--- config.mk ---
export PLATFORM = sky130hd
export DESIGN_NAME = vertex_transform_divide_core
export DESIGN_NICKNAME = d
export VERILOG_FILES = /design/src/hw/rtl/vtd_pkg.sv /design/src/hw/rtl/vtd_front.sv /design/src/hw/rtl/vtd_engine.sv /design/src/hw/rtl/vertex_transform_divide_core.sv
export SDC_FILE = /design/constraint.sdc
export NUM_CORES = 2
export LEC_CHECK = 0
export ABC_AREA = 1
export ABC_CLOCK_PERIOD_IN_PS = 30200
export BUFFER_PORTS_ARGS = -buffer_cell sky130_fd_sc_hd__buf_2
export CORE_MARGIN = 4
export CORE_UTILIZATION = 46
export CTS_CLUSTER_DIAMETER = 60
export CTS_CLUSTER_SIZE = 28
export DETAILED_ROUTE_END_ITERATION = 10
export PLACE_DENSITY = 0.58
export SYNTH_ARGS = -nofsm -noshare
export SYNTH_HDL_FRONTEND = slang
export SYNTH_SLANG_ARGS = --single-unit
--- constraint.sdc ---
create_clock -name clk -period 30.2 [get_ports clk]
set_clock_uncertainty 0.2 [all_clocks]
set_input_delay 0 -clock clk [delete_from_list [all_inputs] [get_ports clk]]
set_output_delay 0 -clock clk [all_outputs]
set_load 0.05 [all_outputs]
--- src/hw/rtl/vtd_pkg.sv ---
package vtd_pkg;

  localparam int unsigned FracBitsDefault = 16;
  localparam int unsigned MatrixDim = 4;
  localparam int unsigned NumCoef = MatrixDim * MatrixDim;
  localparam int unsigned CoefIdxW = $clog2(NumCoef);

  localparam logic ActLoad = 1'b0;
  localparam logic ActXform = 1'b1;

  localparam logic signed [31:0] Sat32Max = 32'sh7FFF_FFFF;
  localparam logic signed [31:0] Sat32Min = 32'sh8000_0000;

  typedef struct packed {
    logic action;
    logic [3:0] coef_index;
    logic signed [31:0] coef_value;
    logic signed [31:0] in_x;
    logic signed [31:0] in_y;
    logic signed [31:0] in_z;
  } vtd_in_t;

  typedef struct packed {
    logic signed [31:0] hom_x;
    logic signed [31:0] hom_y;
    logic signed [31:0] hom_z;
    logic signed [31:0] hom_w;
    logic signed [31:0] proj_x;
    logic signed [31:0] proj_y;
    logic signed [31:0] proj_z;
    logic w_zero;
  } vtd_out_t;

  // Point queued between the front end and the compute engine.
  typedef struct packed {
    logic signed [31:0] x;
    logic signed [31:0] y;
    logic signed [31:0] z;
  } vtd_pt_t;

  function automatic logic signed [31:0] sat32(input logic signed [65:0] v);
    logic signed [31:0] r;
    if (v > 66'(signed'(Sat32Max))) r = Sat32Max;
    else if (v < 66'(signed'(Sat32Min))) r = Sat32Min;
    else r = v[31:0];
    return r;
  endfunction

endpackage

--- src/hw/rtl/vtd_front.sv ---
// Front end: loads coefficients into the matrix store and queues transform points.
module vtd_front (
  input  logic             clk,
  input  logic             rst_n,
  input  logic             in_valid,
  output logic             in_stall,
  input  vtd_pkg::vtd_in_t in_data,
  output logic             q_valid,
  input  logic             q_pop,
  output vtd_pkg::vtd_pt_t q_data,
  input  logic             mac_busy,
  input  logic [3:0]       rd_idx,
  output logic signed [31:0] rd_data
);
  import vtd_pkg::*;

  localparam int unsigned QDepth = 2;

  logic signed [31:0] mat_r [NumCoef];
  vtd_pt_t q_mem_r [QDepth];
  logic wp_r, wp_nxt, rp_r, rp_nxt;
  logic [1:0] cnt_r, cnt_nxt;
  logic acc, push;

  // A load waits until every queued point has read its coefficients, so each
  // transform sees the matrix as it stood when the point arrived.
  assign in_stall = (cnt_r == 2'(QDepth)) ||
                    ((in_data.action == ActLoad) && (q_valid || mac_busy));
  assign acc = in_valid && !in_stall;
  assign push = acc && (in_data.action == ActXform);
  assign q_valid = (cnt_r != 2'd0);
  assign q_data = q_mem_r[rp_r];

  always_comb begin
    wp_nxt = push ? ~wp_r : wp_r;
    rp_nxt = q_pop ? ~rp_r : rp_r;
    cnt_nxt = cnt_r + 2'(push) - 2'(q_pop);
  end

  always_ff @(posedge clk) begin
    if (!rst_n) begin
      wp_r <= 1'b0;
      rp_r <= 1'b0;
      cnt_r <= 2'd0;
    end else begin
      wp_r <= wp_nxt;
      rp_r <= rp_nxt;
      cnt_r <= cnt_nxt;
    end
  end

  always_ff @(posedge clk) begin
    if (acc && in_data.action == ActLoad) mat_r[in_data.coef_index] <= in_data.coef_value;
    if (push) q_mem_r[wp_r] <= '{x: in_data.in_x, y: in_data.in_y, z: in_data.in_z};
    rd_data <= mat_r[rd_idx];
  end

  assert property (@(posedge clk) disable iff (!rst_n) cnt_r <= 2'(QDepth))
    else $error("queue count overflow");
  assert property (@(posedge clk) disable iff (!rst_n) q_pop |-> q_valid)
    else $error("pop from empty queue");
  assert property (@(posedge clk) disable iff (!rst_n)
    (cnt_r == 2'd0) |-> (wp_r == rp_r))
    else $error("empty queue with unequal pointers");

endmodule

--- src/hw/rtl/vtd_engine.sv ---
// Compute engine: 12 serial multiply-accumulates, then three restoring divides.
module vtd_engine #(
  parameter int unsigned FRAC_BITS = vtd_pkg::FracBitsDefault
) (
  input  logic              clk,
  input  logic              rst_n,
  input  logic              q_valid,
  output logic              q_pop,
  input  vtd_pkg::vtd_pt_t  q_data,
  output logic              mac_busy,
  output logic [3:0]        rd_idx,
  input  logic signed [31:0] rd_data,
  output logic              out_valid,
  input  logic              out_stall,
  output vtd_pkg::vtd_out_t out_data
);
  import vtd_pkg::*;

  localparam int unsigned QW = 32 + FRAC_BITS;
  localparam int unsigned SW = $clog2(QW + 1);

  typedef enum logic [4:0] {
    S_IDLE = 5'b00001,
    S_MAC  = 5'b00010,
    S_DIVS = 5'b00100,
    S_DIV  = 5'b01000,
    S_OUT  = 5'b10000
  } st_t;

  st_t st_r, st_nxt;
  vtd_pt_t pt_r;
  logic signed [31:0] hom_r [4];
  logic signed [33:0] acc_r;
  logic [1:0] row_r, drow_r;
  logic [1:0] col_r;
  logic [QW-1:0] dq_r;
  logic [32:0] drem_r, dden_r;
  logic [SW-1:0] dcnt_r;
  logic dneg_r;
  logic signed [31:0] proj_r [3];
  logic [33:0] rsh;
  logic signed [QW:0] qs;
  logic signed [31:0] qsat;
  logic issued_r;
  logic [1:0] ucol_r;
  logic [1:0] urow_r;
  logic signed [63:0] pu;
  logic signed [31:0] mua;
  logic signed [63:0] flu;
  logic signed [33:0] sumu;
  logic [31:0] nabs, dabs;

  // Read order: col 3 (translation) then cols 0..2 for row r, index = col*4+row.
  assign rd_idx = {col_r, row_r};
  assign q_pop = (st_r == S_IDLE) && q_valid;
  assign out_valid = (st_r == S_OUT);
  assign mac_busy = (st_r == S_MAC);

  always_comb begin
    rsh = {drem_r, dq_r[QW-1]} - {1'b0, dden_r};
    qs = dneg_r ? -$signed({1'b0, dq_r}) : $signed({1'b0, dq_r});
    qsat = sat32(66'(qs));
  end

  // The store read is registered: each MAC cycle issues the next address and
  // consumes the data of the address issued in the cycle before.
  always_comb begin
    st_nxt = st_r;
    unique case (st_r)
      S_IDLE: if (q_valid) st_nxt = S_MAC;
      S_MAC:  if (issued_r && ucol_r == 2'd2 && urow_r == 2'd3) st_nxt = S_DIVS;
      S_DIVS: st_nxt = S_DIV;
      S_DIV:  if (dcnt_r == '0 && drow_r == 2'd2) st_nxt = S_OUT;
      S_OUT:  if (!out_stall) st_nxt = S_IDLE;
      default: st_nxt = S_IDLE;
    endcase
  end

  always_comb begin
    unique case (ucol_r)
      2'd0: mua = pt_r.x;
      2'd1: mua = pt_r.y;
      default: mua = pt_r.z;
    endcase
    pu = 64'(mua) * 64'(rd_data);
    flu = pu >>> FRAC_BITS;
    sumu = acc_r + 34'(sat32(66'(flu)));
  end

  always_comb begin
    nabs = hom_r[drow_r][31] ? 32'(-hom_r[drow_r]) : 32'(hom_r[drow_r]);
    dabs = hom_r[3][31] ? 32'(-hom_r[3]) : 32'(hom_r[3]);
  end

  always_ff @(posedge clk) begin
    if (!rst_n) begin
      st_r <= S_IDLE;
    end else begin
      st_r <= st_nxt;
    end
    unique case (st_r)
      S_IDLE: begin
        pt_r <= q_data;
        col_r <= 2'd3;
        row_r <= 2'd0;
        issued_r <= 1'b0;
      end
      S_MAC: begin
        // Issue address for next step; consume data of the previous issue.
        issued_r <= 1'b1;
        ucol_r <= col_r;
        urow_r <= row_r;
        if (issued_r) begin
          if (ucol_r == 2'd3) acc_r <= 34'(rd_data);
          else if (ucol_r == 2'd2) hom_r[urow_r] <= sat32(66'(sumu));
          else acc_r <= sumu;
        end
        if (col_r == 2'd3) col_r <= 2'd0;
        else if (col_r == 2'd2) begin
          col_r <= 2'd3;
          row_r <= row_r + 2'd1;
        end else col_r <= col_r + 2'd1;
        drow_r <= 2'd0;
      end
      S_DIVS: begin
        dq_r <= {nabs, FRAC_BITS'(0)};
        drem_r <= '0;
        dden_r <= {1'b0, dabs};
        dneg_r <= hom_r[drow_r][31] ^ hom_r[3][31];
        dcnt_r <= SW'(QW);
      end
      S_DIV: begin
        if (dcnt_r != '0) begin
          if (!rsh[33]) begin
            drem_r <= rsh[32:0];
            dq_r <= {dq_r[QW-2:0], 1'b1};
          end else begin
            drem_r <= {drem_r[31:0], dq_r[QW-1]};
            dq_r <= {dq_r[QW-2:0], 1'b0};
          end
          dcnt_r <= dcnt_r - SW'(1);
        end else begin
          proj_r[drow_r] <= (hom_r[3] == '0) ? Sat32Max : qsat;
          drow_r <= drow_r + 2'd1;
          dq_r <= {(hom_r[drow_r + 2'd1][31] ? 32'(-hom_r[drow_r + 2'd1])
                                             : 32'(hom_r[drow_r + 2'd1])), FRAC_BITS'(0)};
          drem_r <= '0;
          dneg_r <= hom_r[drow_r + 2'd1][31] ^ hom_r[3][31];
          dcnt_r <= SW'(QW);
        end
      end
      default: ;
    endcase
  end

  assign out_data = '{hom_x: hom_r[0], hom_y: hom_r[1], hom_z: hom_r[2], hom_w: hom_r[3],
                      proj_x: proj_r[0], proj_y: proj_r[1], proj_z: proj_r[2],
                      w_zero: (hom_r[3] == '0)};

  assert property (@(posedge clk) disable iff (!rst_n) out_valid |-> $onehot(st_r))
    else $error("bad state");
  assert property (@(posedge clk) disable iff (!rst_n)
    (out_valid && out_stall) |=> $stable(out_data))
    else $error("result changed while stalled");
  assert property (@(posedge clk) disable iff (!rst_n) q_pop |=> (st_r == S_MAC))
    else $error("pop did not start work");

endmodule

--- src/hw/rtl/vertex_transform_divide_core.sv ---
// Channel | Direction | Handshake          | Payload
// in_     | input     | in_valid/in_stall  | vtd_in_t
// out_    | output    | out_valid/out_stall| vtd_out_t
// A transform pops a point, runs serial multiply-accumulate on one multiplier,
// sets up the divider, runs one restoring division per projected coordinate and
// then holds the result in the output state while out_stall is high. A two-entry
// queue lets the front accept points while the engine works; a load stalls while
// a point is queued or reading the matrix.
// Reset clears control state; the matrix store is undefined until loaded.
module vertex_transform_divide_core #(
  parameter int unsigned FRAC_BITS = vtd_pkg::FracBitsDefault
) (
  input  logic              clk,
  input  logic              rst_n,
  input  logic              in_valid,
  output logic              in_stall,
  input  vtd_pkg::vtd_in_t  in_data,
  output logic              out_valid,
  input  logic              out_stall,
  output vtd_pkg::vtd_out_t out_data
);
  import vtd_pkg::*;

  logic q_valid, q_pop, mac_busy;
  vtd_pt_t q_data;
  logic [3:0] rd_idx;
  logic signed [31:0] rd_data;

  vtd_front u_front (
    .clk, .rst_n, .in_valid, .in_stall, .in_data,
    .q_valid, .q_pop, .q_data, .mac_busy, .rd_idx, .rd_data
  );

  vtd_engine #(.FRAC_BITS(FRAC_BITS)) u_engine (
    .clk, .rst_n, .q_valid, .q_pop, .q_data, .mac_busy, .rd_idx, .rd_data,
    .out_valid, .out_stall, .out_data
  );

endmodule
==> flow_summary.toml <==
[clock_network]
cts_tree = "built"
clockBufferDepth = 3
cts_setup_buffers = 0
cts_resized = 0
ctsHoldBuffers = 271
cts.clk_slew.worst_paths_ns = 0.09
cts_buffers = 94
clock-sinks = 1232
insertion_delay_ns = 0.76
htreeDepth = 3
cts_root_buf = "clkbuf_16"

[critical_path]
endpoint_kind = "flop"
cp_slowest_stage_delay_ns = 1.01
crit_path_start_kind = "flop"
worst-path-buf-inv = 6
r2r_cells = 47
crit_path_max_fanout = 34
timing.critical_path.mode_cell = "fa_1"
path_depth = 47
reg2reg_slack_ns = 14.41
cp_top_family = "adder cells"
reg2reg_to = "u_engine.hom_r[1][16]"
worst_r2r_startpoint = "u_engine.ucol_r[1]"
critical_path_class = "flop to flop"
worstPathRequired_ns = 30.56
arrival_ns = 16.14
cp_slowest_cell = "fa_1"

[min_path]
min_to = "u_engine.st_r[1]"
min_from = "rst_n"
holdPathStages = 4
holdCritPathClass = "input pin to flop"

[placement]
dp.cells = 12032
gp_congestion = 1.001
hpwl_mm = 214.5
port-buffer-count = 363

[sta]
grt_setup_unrepaired = "false"
min_period_ns = 15.79
max_freq_ghz = 0.06335
max_slew_margin_pct = 9.719
setup-violations-final = 0
drv_slew = 0
fin_hold_ws_ns = 0.05633
min_period_over_period_pct = 52.27
tns_ns = 0
hold_violations = 0
worstMarginPinSlew_ns = 1.353

[global_routing]
grt_pass1_vias = 70641
grt-ovfl-total = 0
grt_pass1_wl_mm = 445.3
grt_usage_pct = 28.93
antenna_found_initial = 17
grt_max_degree = 99

[synth]
synth_fp_nets = 10765
ys.flop_type = "edfxtp_1"
avgSynthCellArea_sq_um = 9.819
yosysTopAreaCell = "edfxtp_1"
synth_warnings = 0
yosysUniqueCellTypes = 60
syn_inst = 9287
synth_top_area_share_pct = 39.15
synth-seq-area-share_pct = 40.10
synth_edf_count = 1189
ys_async_sr_fraction_pct = 0
syn-cell-area_sq_um = 91190
synthTopCellsByArea = "edfxtp_1 (39%), fa_1 (24%), nand2_1 (7.2%)"
synth_seq_cells = 1232

[finish]
multi_input_area_sq_um = 47180
final_cell_mix = "nand2_1 (1750), inv_1 (1567), edfxtp_1 (1189)"
seq_area_sq_um = 36570
mostFrequentLayoutCell = "nand2_1"
layout.nets = 11237
stdcell_count = 12485
layout-drive-gt1-share_pct = 8.587
areaGrowthSynthToFinish_pct = 12.04
n_fill_cell = 17958

[route]
drcViolationCount = 0
ant_nets = 0
num_vias = 68213
viasPerCell = 5.464
wl_mm = 297.6
dr.pass1.iters = 6
wire_per_inst_um = 23.84
drtIter0Drc = 6135

[run]
cap_violations = 0

[die]
core_area_sq_um = 197200
start_util_pct = 46.24
dieArea_sq_um = 205400
io_pins = 364
std_cell_rows = 163
die_w_um = 453.2
die_height_um = 453.2

[outcome]
outcome = "completed"
[stage by stage]
stage          cell area [sq um]  worst slack (ns)  utilization, %
2_1_floorplan              91190             18.82               -
3_3_place_gp               95930             14.60           48.64
3_5_place_dp               95930             14.38           48.64
4_1_cts                   102200             14.25           51.80
5_1_grt                   102200             13.23           51.80
6_report                  102200             14.41           51.81
[metal layers]
metal  vias up  wire [um]  global-route usage (%)
li1      30508          -                       -
met1     34060     119100                   38.36
met2      3044     138200                   47.27
met3       593      26160                   5.257
met4         8      14090                   11.57
met5         -         54                       0
[cells in the mapped netlist, types with 19 or more instances]
| library cell | instances |
|---|---|
| xnor2_1 | 61 |
| fa_1 | 1083 |
| nor4_1 | 49 |
| a21oi_1 | 339 |
| a22oi_1 | 47 |
| buf_2 | 29 |
| nor3_1 | 269 |
| xor2_1 | 137 |
| edfxtp_1 | 1189 |
| o211ai_1 | 111 |
| a32oi_1 | 45 |
| a31oi_1 | 22 |
| or2_2 | 76 |
| nor2_1 | 1137 |
| o21ai_0 | 238 |
| buf_4 | 19 |
| ha_1 | 258 |
| nand2_1 | 1755 |
| nand4_1 | 38 |
| o22ai_1 | 34 |
| inv_1 | 1572 |
| clkbuf_1 | 327 |
| dfxtp_1 | 43 |
| nand3_1 | 193 |
[kinds of logic after synthesis]
| family | Yosys count | share of synthesized area [%] |
|---|---|---|
| and+or+nand+nor | 3575 | 16.05 |
| buffers and inverters | 1993 | 8.431 |
| adders and majority gates | 1341 | 27.32 |
| DFF | 1232 | 40.10 |
| AOI/OAI and AO/OA | 947 | 6.189 |
| xor gates and xnor gates | 199 | 1.920 |
[final cells by class]
type	count	area share, %
antenna	4	0.009797
clock buffer	99	2.361
clock inverter	79	1.081
inverter	1595	5.866
multi-input combinational	6062	46.18
sequential	1232	35.80
tap	2640	3.233
timing repair buffer	774	5.474
[worst max-delay path by stage]
stage / startpoint / endpoint
after CTS: u_engine.ucol_r[1] / u_engine.hom_r[1][16]
after detailed placement: u_engine.ucol_r[1] / u_engine.hom_r[2][16]
after global routing: u_engine.ucol_r[1] / u_engine.hom_r[1][16]
after floorplan: u_engine.ucol_r[1] / u_engine.hom_r[0][10]
final: u_engine.ucol_r[1] / u_engine.hom_r[1][16]
after global placement: u_engine.ucol_r[1] / u_engine.hom_r[0][30]
[state kept, by name, summed over array words and instances, names as in the netlist, 33 cells and up, named ones only]
register         flops
u_engine.drem_r     33
u_engine.acc_r      34
u_engine.dq_r       48
u_engine.pt_r       96
u_front.q_mem_r    192
u_engine.hom_r     128
u_engine.proj_r     96
u_front.mat_r      512
[worst min-delay path, stage by stage]
cell and delay, ns:
dlygate4sd3_1 0.53, buf_2 0.21, inv_1 0.16, a21oi_1 0.06
Power is not shown: default switching activity piles up to over one toggle a cycle in this logic, so the estimate is an artifact.
